### src/hdl/sid_pkg.sv
// Package for the ordered set intersection block.
// Holds the opcode codes, the command kinds and the queue entry type.
// No dependencies.
package sid_pkg;

  // Input opcodes.
  localparam logic [1:0] OP_LOAD_FIRST  = 2'd0;
  localparam logic [1:0] OP_LOAD_SECOND = 2'd1;
  localparam logic [1:0] OP_COMPUTE     = 2'd2;

  // Greatest number of results that one compute run gives.
  localparam int MAX_RESULTS = 32;
  localparam int RES_CNT_W   = $clog2(MAX_RESULTS + 1);

  // Width of the value field and of a result value.
  localparam int VALUE_W = 32;

  // Command kinds that travel from the front to the back.
  typedef enum logic [1:0] {
    CMD_LOAD_FIRST,
    CMD_LOAD_SECOND,
    CMD_COMPUTE
  } cmd_t;

  // Head of the command queue as the back sees it.
  typedef struct packed {
    logic                 valid;
    cmd_t                 kind;
    logic [VALUE_W-1:0]   value;
  } cmd_entry_t;

endpackage

### src/hdl/sid_ram.sv
// Generic single write port, single read port RAM with registered read data.
// No dependencies.
module sid_ram #(
  parameter int WIDTH = 32,
  parameter int DEPTH = 32,
  parameter int AW    = (DEPTH > 1) ? $clog2(DEPTH) : 1
) (
  input  logic             clk,
  input  logic             we,
  input  logic [AW-1:0]    waddr,
  input  logic [WIDTH-1:0] wdata,
  input  logic [AW-1:0]    raddr,
  output logic [WIDTH-1:0] rdata
);

  logic [WIDTH-1:0] mem [DEPTH];

  // Write port and registered read port.
  always_ff @(posedge clk) begin
    if (we) begin
      mem[waddr] <= wdata;
    end
    rdata <= mem[raddr];
  end

endmodule

### src/hdl/sid_front.sv
// Front part of the intersection block: accepts items, classifies them and
// keeps them in a two-entry command queue. Depends on sid_pkg.
module sid_front (
  input  logic                          clk,
  input  logic                          rst,
  input  logic                          start,
  input  logic [1:0]                    opcode,
  input  logic [sid_pkg::VALUE_W-1:0]   value,
  input  logic                          pop,
  output logic                          busy,
  output sid_pkg::cmd_entry_t           head
);
  import sid_pkg::*;

  localparam int QDEPTH = 2;

  cmd_t               kind_q  [QDEPTH];
  logic [VALUE_W-1:0] value_q [QDEPTH];
  logic               wr_ptr;
  logic               rd_ptr;
  logic [1:0]         count;

  cmd_t kind_in;
  logic keep;
  logic push;

  // Classify the incoming opcode; the unused code is dropped here.
  always_comb begin
    kind_in = CMD_LOAD_FIRST;
    keep    = 1'b1;
    unique case (opcode)
      OP_LOAD_FIRST:  kind_in = CMD_LOAD_FIRST;
      OP_LOAD_SECOND: kind_in = CMD_LOAD_SECOND;
      OP_COMPUTE:     kind_in = CMD_COMPUTE;
      default:        keep    = 1'b0;
    endcase
  end

  assign busy = (count == 2'(QDEPTH));
  assign push = start && !busy && keep;

  // Queue storage.
  always_ff @(posedge clk) begin
    if (push) begin
      kind_q[wr_ptr]  <= kind_in;
      value_q[wr_ptr] <= value;
    end
  end

  // Queue pointers and fill level.
  always_ff @(posedge clk) begin
    if (rst) begin
      wr_ptr <= 1'b0;
      rd_ptr <= 1'b0;
      count  <= 2'd0;
    end else begin
      if (push) begin
        wr_ptr <= ~wr_ptr;
      end
      if (pop) begin
        rd_ptr <= ~rd_ptr;
      end
      case ({push, pop})
        2'b10:   count <= count + 2'd1;
        2'b01:   count <= count - 2'd1;
        default: count <= count;
      endcase
    end
  end

  // Head of the queue toward the back part.
  always_comb begin
    head.valid = (count != 2'd0);
    head.kind  = kind_q[rd_ptr];
    head.value = value_q[rd_ptr];
  end

endmodule

### src/hdl/sid_back.sv
// Back part of the intersection block: stores loads in the two list RAMs and
// walks them for a compute command. Depends on sid_pkg and sid_ram.
module sid_back #(
  parameter int FIRST_DEPTH  = 32,
  parameter int SECOND_DEPTH = 32,
  parameter int ELEM_WIDTH   = 32
) (
  input  logic                          clk,
  input  logic                          rst,
  input  sid_pkg::cmd_entry_t           head,
  output logic                          pop,
  output logic                          strobe,
  output logic [sid_pkg::VALUE_W-1:0]   common_value,
  output logic                          last,
  output logic                          none_found,
  output logic                          overflow
);
  import sid_pkg::*;

  localparam int FA  = (FIRST_DEPTH > 1) ? $clog2(FIRST_DEPTH) : 1;
  localparam int SA  = (SECOND_DEPTH > 1) ? $clog2(SECOND_DEPTH) : 1;
  localparam int FCW = $clog2(FIRST_DEPTH + 1);
  localparam int SCW = $clog2(SECOND_DEPTH + 1);
  localparam int JW  = (FCW > SCW) ? FCW : SCW;

  typedef enum logic [8:0] {
    S_IDLE     = 9'b000000001,
    S_CAND_RD  = 9'b000000010,
    S_CAND_LD  = 9'b000000100,
    S_SEEN_RD  = 9'b000001000,
    S_SEEN_CMP = 9'b000010000,
    S_SEC_RD   = 9'b000100000,
    S_SEC_CMP  = 9'b001000000,
    S_NEXT     = 9'b010000000,
    S_DONE     = 9'b100000000
  } state_t;

  state_t                state;
  logic [FCW-1:0]        first_count;
  logic [SCW-1:0]        second_count;
  logic                  dropped;
  logic [FCW-1:0]        idx;
  logic [JW-1:0]         scan;
  logic [RES_CNT_W-1:0]  found;
  logic [ELEM_WIDTH-1:0] cand;
  logic [ELEM_WIDTH-1:0] pend;

  logic [ELEM_WIDTH+VALUE_W-1:0] load_wide;
  logic [ELEM_WIDTH-1:0]         load_elem;
  logic [ELEM_WIDTH+VALUE_W-1:0] pend_wide;
  logic                          we_first;
  logic                          we_second;
  logic [FA-1:0]                 raddr_first;
  logic [ELEM_WIDTH-1:0]         rdata_first;
  logic [ELEM_WIDTH-1:0]         rdata_second;

  // Elements keep the low ELEM_WIDTH bits of the zero-extended value.
  assign load_wide = {ELEM_WIDTH'(0), head.value};
  assign load_elem = load_wide[ELEM_WIDTH-1:0];
  assign pend_wide = {VALUE_W'(0), pend};

  // Loads are taken one per cycle while no compute run is going.
  assign pop       = (state == S_IDLE) && head.valid;
  assign we_first  = pop && (head.kind == CMD_LOAD_FIRST) &&
                     (first_count < FCW'(FIRST_DEPTH));
  assign we_second = pop && (head.kind == CMD_LOAD_SECOND) &&
                     (second_count < SCW'(SECOND_DEPTH));

  // The first list is read at the candidate index or at the scan index.
  assign raddr_first = (state == S_CAND_RD) ? idx[FA-1:0] : scan[FA-1:0];

  sid_ram #(
    .WIDTH (ELEM_WIDTH),
    .DEPTH (FIRST_DEPTH)
  ) u_first_ram (
    .clk   (clk),
    .we    (we_first),
    .waddr (first_count[FA-1:0]),
    .wdata (load_elem),
    .raddr (raddr_first),
    .rdata (rdata_first)
  );

  sid_ram #(
    .WIDTH (ELEM_WIDTH),
    .DEPTH (SECOND_DEPTH)
  ) u_second_ram (
    .clk   (clk),
    .we    (we_second),
    .waddr (second_count[SA-1:0]),
    .wdata (load_elem),
    .raddr (scan[SA-1:0]),
    .rdata (rdata_second)
  );

  // Candidate and pending result registers.
  always_ff @(posedge clk) begin
    if (state == S_CAND_LD) begin
      cand <= rdata_first;
    end
    if ((state == S_SEC_CMP) && (rdata_second == cand)) begin
      pend <= cand;
    end
  end

  // Result payload; a found value goes out once the next one is found.
  always_ff @(posedge clk) begin
    if ((state == S_SEC_CMP) && (rdata_second == cand) && (found != '0)) begin
      common_value <= pend_wide[VALUE_W-1:0];
      last         <= 1'b0;
      none_found   <= 1'b0;
      overflow     <= dropped;
    end else if (state == S_DONE) begin
      common_value <= (found == '0) ? '0 : pend_wide[VALUE_W-1:0];
      last         <= 1'b1;
      none_found   <= (found == '0);
      overflow     <= dropped;
    end
  end

  // Sequencer: loads, then the walk over both lists for a compute run.
  always_ff @(posedge clk) begin
    if (rst) begin
      state        <= S_IDLE;
      first_count  <= '0;
      second_count <= '0;
      dropped      <= 1'b0;
      idx          <= '0;
      scan         <= '0;
      found        <= '0;
      strobe       <= 1'b0;
    end else begin
      strobe <= 1'b0;
      unique case (state)
        S_IDLE: begin
          if (head.valid) begin
            case (head.kind)
              CMD_LOAD_FIRST: begin
                if (we_first) begin
                  first_count <= first_count + FCW'(1);
                end else begin
                  dropped <= 1'b1;
                end
              end
              CMD_LOAD_SECOND: begin
                if (we_second) begin
                  second_count <= second_count + SCW'(1);
                end else begin
                  dropped <= 1'b1;
                end
              end
              default: begin
                idx   <= '0;
                found <= '0;
                state <= (first_count == '0) ? S_DONE : S_CAND_RD;
              end
            endcase
          end
        end
        S_CAND_RD: begin
          state <= S_CAND_LD;
        end
        S_CAND_LD: begin
          scan <= '0;
          if (idx != '0) begin
            state <= S_SEEN_RD;
          end else begin
            state <= (second_count == '0) ? S_NEXT : S_SEC_RD;
          end
        end
        S_SEEN_RD: begin
          state <= S_SEEN_CMP;
        end
        S_SEEN_CMP: begin
          // An earlier equal element means this value was handled already.
          if (rdata_first == cand) begin
            state <= S_NEXT;
          end else if (scan + JW'(1) == JW'(idx)) begin
            scan  <= '0;
            state <= (second_count == '0) ? S_NEXT : S_SEC_RD;
          end else begin
            scan  <= scan + JW'(1);
            state <= S_SEEN_RD;
          end
        end
        S_SEC_RD: begin
          state <= S_SEC_CMP;
        end
        S_SEC_CMP: begin
          if (rdata_second == cand) begin
            strobe <= (found != '0);
            found  <= found + RES_CNT_W'(1);
            state  <= (found + RES_CNT_W'(1) == RES_CNT_W'(MAX_RESULTS)) ?
                      S_DONE : S_NEXT;
          end else if (scan + JW'(1) == JW'(second_count)) begin
            state <= S_NEXT;
          end else begin
            scan  <= scan + JW'(1);
            state <= S_SEC_RD;
          end
        end
        S_NEXT: begin
          if (idx + FCW'(1) == first_count) begin
            state <= S_DONE;
          end else begin
            idx   <= idx + FCW'(1);
            state <= S_CAND_RD;
          end
        end
        S_DONE: begin
          strobe       <= 1'b1;
          first_count  <= '0;
          second_count <= '0;
          dropped      <= 1'b0;
          state        <= S_IDLE;
        end
        default: begin
          state <= S_IDLE;
        end
      endcase
    end
  end

endmodule

### src/hdl/set_intersection_dedup.sv
// Ordered set intersection without repeats. Load items (opcode 0 or 1) are
// taken one per cycle while no compute run is going and are placed into the
// first or second list RAM; a load into a full list is dropped and raises the
// overflow flag of the next compute run. A compute item (opcode 2) emits, in
// order of first appearance in the first list, each distinct value that also
// occurs in the second list, one result per strobe, the final one marked by
// last; an empty intersection gives one result with none_found set and a zero
// value. Both lists are then empty. Opcode 3 is ignored. Items pass through a
// two-entry command queue, and busy is high while that queue is full. A compute
// run holds the queue while it works: it reads each element of the first list
// and checks it against the earlier first-list elements and then against the
// second-list elements one at a time, since each list RAM has one read port
// with a registered output. Results carry no backpressure: the receiver must
// take every strobe. Depends on sid_pkg, sid_front and sid_back.
module set_intersection_dedup #(
  parameter int FIRST_DEPTH  = 32,
  parameter int SECOND_DEPTH = 32,
  parameter int ELEM_WIDTH   = 32
) (
  input  logic                          clk,
  input  logic                          rst,
  input  logic                          start,
  output logic                          busy,
  input  logic [1:0]                    opcode,
  input  logic signed [sid_pkg::VALUE_W-1:0] value,
  output logic                          strobe,
  output logic signed [sid_pkg::VALUE_W-1:0] common_value,
  output logic                          last,
  output logic                          none_found,
  output logic                          overflow
);
  import sid_pkg::*;

  cmd_entry_t         head;
  logic               pop;
  logic [VALUE_W-1:0] result_value;

  // Front part: accept and classify, then queue.
  sid_front u_front (
    .clk    (clk),
    .rst    (rst),
    .start  (start),
    .opcode (opcode),
    .value  (value),
    .pop    (pop),
    .busy   (busy),
    .head   (head)
  );

  // Back part: list storage and the compute walk.
  sid_back #(
    .FIRST_DEPTH  (FIRST_DEPTH),
    .SECOND_DEPTH (SECOND_DEPTH),
    .ELEM_WIDTH   (ELEM_WIDTH)
  ) u_back (
    .clk          (clk),
    .rst          (rst),
    .head         (head),
    .pop          (pop),
    .strobe       (strobe),
    .common_value (result_value),
    .last         (last),
    .none_found   (none_found),
    .overflow     (overflow)
  );

  assign common_value = result_value;

endmodule

### config.mk
export PLATFORM = sky130hd
export DESIGN_NAME = set_intersection_dedup
export DESIGN_NICKNAME = d
export VERILOG_FILES = /design/src/hdl/sid_pkg.sv /design/src/hdl/sid_ram.sv /design/src/hdl/sid_front.sv /design/src/hdl/sid_back.sv /design/src/hdl/set_intersection_dedup.sv
export SDC_FILE = /design/constraint.sdc
export NUM_CORES = 2
export LEC_CHECK = 0
export BUFFER_PORTS_ARGS = -buffer_cell sky130_fd_sc_hd__buf_2
export CAP_MARGIN = 20
export CORE_MARGIN = 4
export CORE_UTILIZATION = 40
export DETAILED_ROUTE_END_ITERATION = 10
export PLACE_DENSITY = 0.65
export SETUP_SLACK_MARGIN = 0.4
export SLEW_MARGIN = 20
export SYNTH_ARGS = -nofsm -noshare
export SYNTH_HDL_FRONTEND = slang
export SYNTH_SLANG_ARGS = --single-unit
### constraint.sdc
create_clock -name clk -period 5.3 [get_ports clk]
set_input_delay 1.06 -clock clk [delete_from_list [all_inputs] [get_ports clk]]
set_output_delay 1.06 -clock clk [all_outputs]
set_load 0.01 [all_outputs]
; Word level (Yosys, flattened, before mapping)
; Memories as Yosys holds them, arrays and structs flattened. A register that Yosys moved wholly into a read port is not among the register bits.
; Index checks and enable logic that the tools add are counted.
; W data, S select, Z words.
[word_totals]
ff_bits = 144
mem_bits_rw = 2116
in_bits = 37
output_inout_bits = 37
word_cells = 157
n_memories = 4
[memory_table]
columns = name, depth, word_bits, read_ports, rd_ports_with_merged_regs, wr, line_no
row1 = u_back.u_first_ram.mem, 32, 32, 1, 1, 1, sid_ram.sv:16  ; logic [WIDTH-1:0] mem [DEPTH];
row2 = u_back.u_second_ram.mem, 32, 32, 1, 1, 1, sid_ram.sv:16
row3 = u_front.value_q, 2, 32, 1, 1, 1, sid_front.sv:18  ; logic [VALUE_W-1:0] value_q [QDEPTH];
row4 = u_front.kind_q, 2, 2, 1, 1, 1, sid_front.sv:17  ; cmd_t kind_q [QDEPTH];
[op_classes]
add_sub_neg = 7
magnitude_cmp = 2
eq_ne = 35
mux = 57
bitwise = 2
n_reduce_logical = 33
[ops]
columns = op, n
row1 = $mux W32, 3
row2 = $mux W6, 14
row3 = $mux W9, 9
row4 = $pmux W9 S8, 1
row5 = $eq A32 B32 Y1, 2
row6 = $pmux W6 S2, 4
row7 = $add A6 B1 Y6 const B, 5
row8 = $ne A2 B2 Y1 const B, 10
row9 = $reduce_and A4 Y1, 5
row10 = $eq A6 B6 Y1, 3
row11 = $logic_not A6 Y1, 3
row12 = $pmux W6 S3, 1
row13 = $mux W1, 17
row14 = $mux W8, 2
row15 = $lt A6 B6 Y1 const B, 2
row16 = $reduce_bool A2 Y1, 6
row17 = $reduce_bool A6 Y1, 2
row18 = $eq A9 B1 Y1 const B, 1
row19 = $eq A9 B2 Y1 const B, 1
row20 = $eq A9 B3 Y1 const B, 1
row21 = $eq A9 B4 Y1 const B, 1
row22 = $eq A9 B5 Y1 const B, 1
row23 = $eq A9 B6 Y1 const B, 1
row24 = $eq A9 B7 Y1 const B, 1
row25 = 21 further kinds, 40

; Depth between registers and ports, before layout
[depth]
ltp_word = 8
depth_mapped = 11
mapped_depth_nobuf = 9

; Modules after synthesis
; Synthesis repeated with hierarchy kept, for this count alone.
[unflattened]
hier_cells = 5227
area_unflattened_um2 = 90419.2
[by_module_without_submodules]
columns = mod, n_inst, cells_per_inst, area_per_inst_um2, seq_area_each_um2
row1 = sid_ram at u_back.u_first_ram, 1, 2260, 40492.6, 31390.1
row2 = sid_ram at u_back.u_second_ram, 1, 2260, 40485.1, 31390.1
row3 = sid_back, 1, 574, 6764.0, 3773.6
row4 = sid_front, 1, 133, 2677.6, 2142.1

; Worst setup path after synthesis
; Ideal clock, no wire load.
[synth_path]
path_kind = register to register
start = register u_back.state[2]
end = memory u_back.u_second_ram.mem[31][0] (enable)
setup_ns = 0.421
arrival_ns = 3.442
required_ns = 4.879
path_slack_ns = 1.437
stages_incl_launch_ff = 11
n_path_buf = 2
synth_period_minus_slack_ns = 3.863
cell_sequence = dfxtp_1 or4_1 buf_4 nor3_4 o21ai_2 clkinv_2 nand2_2 nor3_4 nand2_1 buf_2 nor2_1
[synth_between]
elab_chain_len = 6
[synth_rtl]
columns = item, line_no
row1 = start: declaration, sid_back.sv:38  ; state_t state;
row2 = start signal: assignment, sid_back.sv:155  ; state <= (first_count == '0) ? S_DONE : S_CAND_RD;
row3 = start signal: assignment, sid_back.sv:168  ; state <= (second_count == '0) ? S_NEXT : S_SEC_RD;
row4 = start signal: assignment, sid_back.sv:180  ; state <= (second_count == '0) ? S_NEXT : S_SEC_RD;
row5 = $eq A9 B1 Y1, sid_back.sv:63  ; assign pop = (state == S_IDLE) && head.valid;
row6 = $logic_and A1 B1 Y1, sid_back.sv:63
row7 = $logic_and A1 B1 Y1 (2 in series), sid_back.sv:66  ; assign we_second = pop && (head.kind == CMD_LOAD_SECOND) &&
row8 = $mux W1, sid_ram.sv:20  ; if (we) begin
row9 = $mux W1 (implied by the code), sid_ram.sv:21  ; mem[waddr] <= wdata;
row10 = end: declaration, sid_ram.sv:16
; No other way between the ends.

; Worst setup path in the final report
[layout_path]
start = register u_back.state[2]
end = register u_back.u_first_ram.rdata[23] (read register of u_back.u_first_ram.mem)
[layout_between]
elab_chain_len = 2
[layout_rtl]
columns = item, line_no
row1 = $eq A9 B2 Y1, sid_back.sv:70  ; assign raddr_first = (state == S_CAND_RD) ? idx[FA-1:0] : scan[FA-1:0];
row2 = $mux W5, sid_back.sv:70
row3 = end: declaration, sid_ram.sv:13  ; output logic [WIDTH-1:0] rdata
; No other way between the ends.
; A chain may end at the register's enable or synchronous reset.

==> flow_summary.yaml <==
routing:
  drt-initial-drc-count: 6526
  drtPass1Iterations: 7
  viasPerCell: 5.72
  drtAntennaViolNets: 0
  wl_per_cell_um: 27.8
  post-route-drc-count: 0
  vias: 48280
  routed_wirelength_mm: 235
setup_path:
  cp_cell_sequence: "or4_1, o31ai_1, nand2_4, buf_4, buf_12, mux2i_1, a32oi_1, a21oi_1, nor3_1"
  critical_path.slowest_cell: "a21oi_1"
  crit_arrival_ps: 4960
  end_kind: "flop"
  max_stage_delay_ps: 770
  crit_fanout: 146
  critical_path_class: "reg -> reg"
  start_kind: "flop"
  ff2ff_setup_slack_ps: 1050
  cp_data_required_time_ps: 6010
logic_synthesis:
  ys_seq_area_share_pct: 77.4
  avgSynthCellArea_um2: 17.4
  ys_seq_elements: 2325
  netlist_area_mm2: 0.0888
  synth_simple_gate_area_share_pct: 7.58
  synthFlopType: "edfxtp_1"
  synth_edf_count: 2213
  syn_inst: 5097
  yosysWarnings: 0
  synth.mux.area_fraction_pct: 9.38
  synth_nets: 5148
  async_flop_share_pct: 0
  synth_cell_types: 68
  synth-xor-area-share_pct: 0.978
  synth_fa_ha_area_share_pct: 0.197
  synth_top_family_by_area: "multiplexers"
  synth_compound_area_share_pct: 3.09
placed_design:
  gp_congestion: 0.899
  place_inst: 8016
  dpl.hpwl_mm: 140
  portBuffers: 73
cts:
  htreeDepth: 4
  post_cts_buffers: 0
  cts.clk_slew.worst_paths_ps: 70
  clock-root-buffer: "clkbuf_16"
  cts_resized: 0
  clockBufferDepth: 3
  cts_hold_buf: 0
  cts_inserted_buffers: 217
  clkLatencyLatePin_ps: 890
  cts.sinks: 2325
  cts_tree: "yes"
sta:
  period_minus_slack_ps: 4250
  slew_headroom_pct: 24.3
  fin_skew_ps: 35.6
  holdWs_ps: 365
  timing.final.crit_share_pct: 80.2
  hold_viol_final: 0
  slew_violations: 0
  worst_pin_slew_ps: 1110
  tns_ps: 0
  finalSetupViolations: 0
  rsz0062_at_grt: "no"
  fmax_mhz: 235
floorplan:
  die_area_mm2: 0.230
  initial_core_util_pct: 40.3
  core-area_mm2: 0.220
  row_count: 172
  die_h_um: 479
  io_pins: 74
  die_w_um: 479
hold_path:
  hold_class: "in -> reg"
power:
  power_density_mw_per_mm2: 403
  finalPower_uw: 40800
  ir_drop_uv: 427
  leakagePower_uw: 0.0314
layout:
  finish.utilization_pct: 46.0
  fin_nets: 5330
  layout-drive-gt1-share_pct: 18.6
  area_growth_pct: 14.0
  finalNonFillerCells: 8442
  final_cell_mix: "2213 x edfxtp_1, 920 x nand2_1, 320 x mux4_2, 249 x nand3_1, 219 x clkbuf_16"
  layout_commonest_cell: "edfxtp_1"
global_route:
  grt_start_max_net_pins: 147
  grt_pass1_vias: 46446
  grt_usage_pct: 20.1
  grt_pass1_wl_mm: 337
  grt-ovfl-total: 0
  antenna_found_initial: 16
outcome:
  outcome: "finished, final reports clean"
job:
  maxCapViolCount: 0
==> power by group <==
group          switching, uW  internal (uW)  total (uW)
Sequential               197          21800       21900
Combinational           2580            466        3040
Clock                   6870           8900       15800
Total                   9640          31100       40800
==> area by class of cell <==
type / count / area, um2
diodes: 11 / 27.5
repair buffers: 239 / 1820
clock buffers: 311 / 5980
fillers: 18394 / 119000
clock inverters: 102 / 1320
well taps: 2958 / 3700
multi-input cells: 2477 / 19600
inverters: 19 / 75.1
flip-flops and latches: 2325 / 68700
==> flip-flops by register name, summed over array words and instances, names as in the netlist, 9 cells and up, named ones only <==
register and cells:
u_back.u_second_ram.mem 1024, u_front.value_q 64, u_back.pend 32, u_back.common_value 32, u_back.u_first_ram.mem 1024, u_back.u_first_ram.rdata 32, u_back.cand 32, u_back.state 9
u_back.u_second_ram.rdata 32
==> cell families (layout without fill, tap and decap cells) <==
kind of cell / after synthesis / count (layout)
flip-flops: 2325 / 2325
AO/OA/AOI/OAI: 404 / 404
buffers and inverters: 295 / 671
other: 0 / 11
multiplexers: 428 / 428
AND/OR/NAND/NOR: 1535 / 1535
XOR/XNOR: 96 / 96
adder cells (fa/ha/maj): 14 / 14
==> cell usage after synthesis (all sizes together) (3+ instances only) <==
cell,instances,share of area [%]
edfxtp,2213,75
nand2,924,3.9
mux4,320,8.1
nand3,250,1.4
clkbuf,158,0.67
a21oi,135,0.77
nor2,131,0.56
a32oi,119,1.2
buf,118,0.65
dfxtp,112,2.5
a31oi,79,0.56
xor2,78,0.77
mux2i,74,0.83
nor2b,48,0.34
nor4,44,0.33
nand4,41,0.29
mux2,34,0.43
nor3,29,0.20
a22oi,23,0.19
inv,18,0.076
o21ai,18,0.11
xnor2,16,0.16
ha,14,0.20
or3,14,0.099
and3,13,0.092
nand3b,8,0.068
and2,6,0.042
or3b,6,0.059
o21a,5,0.042
nand2b,4,0.028
o2111ai,4,0.039
o31ai,4,0.039
a31o,3,0.030
nor3b,3,0.025
or2,3,0.021
or4,3,0.025
==> layer usage <==
metal / share of wire [%] / track usage [%] / up-vias
li1: - / - / 20293
met1: 41 / 29.0 / 25139
met2: 46 / 30.7 / 2509
met3: 9.4 / 3.78 / 337
met4: 3.8 / 7.50 / 2
met5: 0.019 / 0 / -
==> metrics by stage <==
stage | setup WS, ps | instance area (um2)
floorplan | 1440 | 88800
global placement | 1340 | 93800
detailed placement | 1180 | 93800
CTS | 1160 | 101000
global route | 996 | 101000
finish | 1050 | 101000
==> critical path: cells and delay by family, from the launching register on <==
kind,cells,cell delay [ps]
AND/OR/NAND/NOR,3,1050
multiplexers,1,310
buffers and inverters,2,660
AO/OA/AOI/OAI,3,1390
flip-flops,1,380
==> worst paths after layout <==
| check | startpoint | endpoint | cells after the start |
|---|---|---|---|
| setup / recovery | u_back.state[2] | u_back.u_first_ram.rdata[23] | 9 |
| hold / removal | value[6] | u_front.value_q[1][6] | 1 |
| setup reg to reg | u_back.state[2] | u_back.u_first_ram.rdata[23] | 9 |
| hold reg to reg | u_back.dropped | u_back.overflow | 0 |
Note: power is estimated with default switching activity, not from simulation.
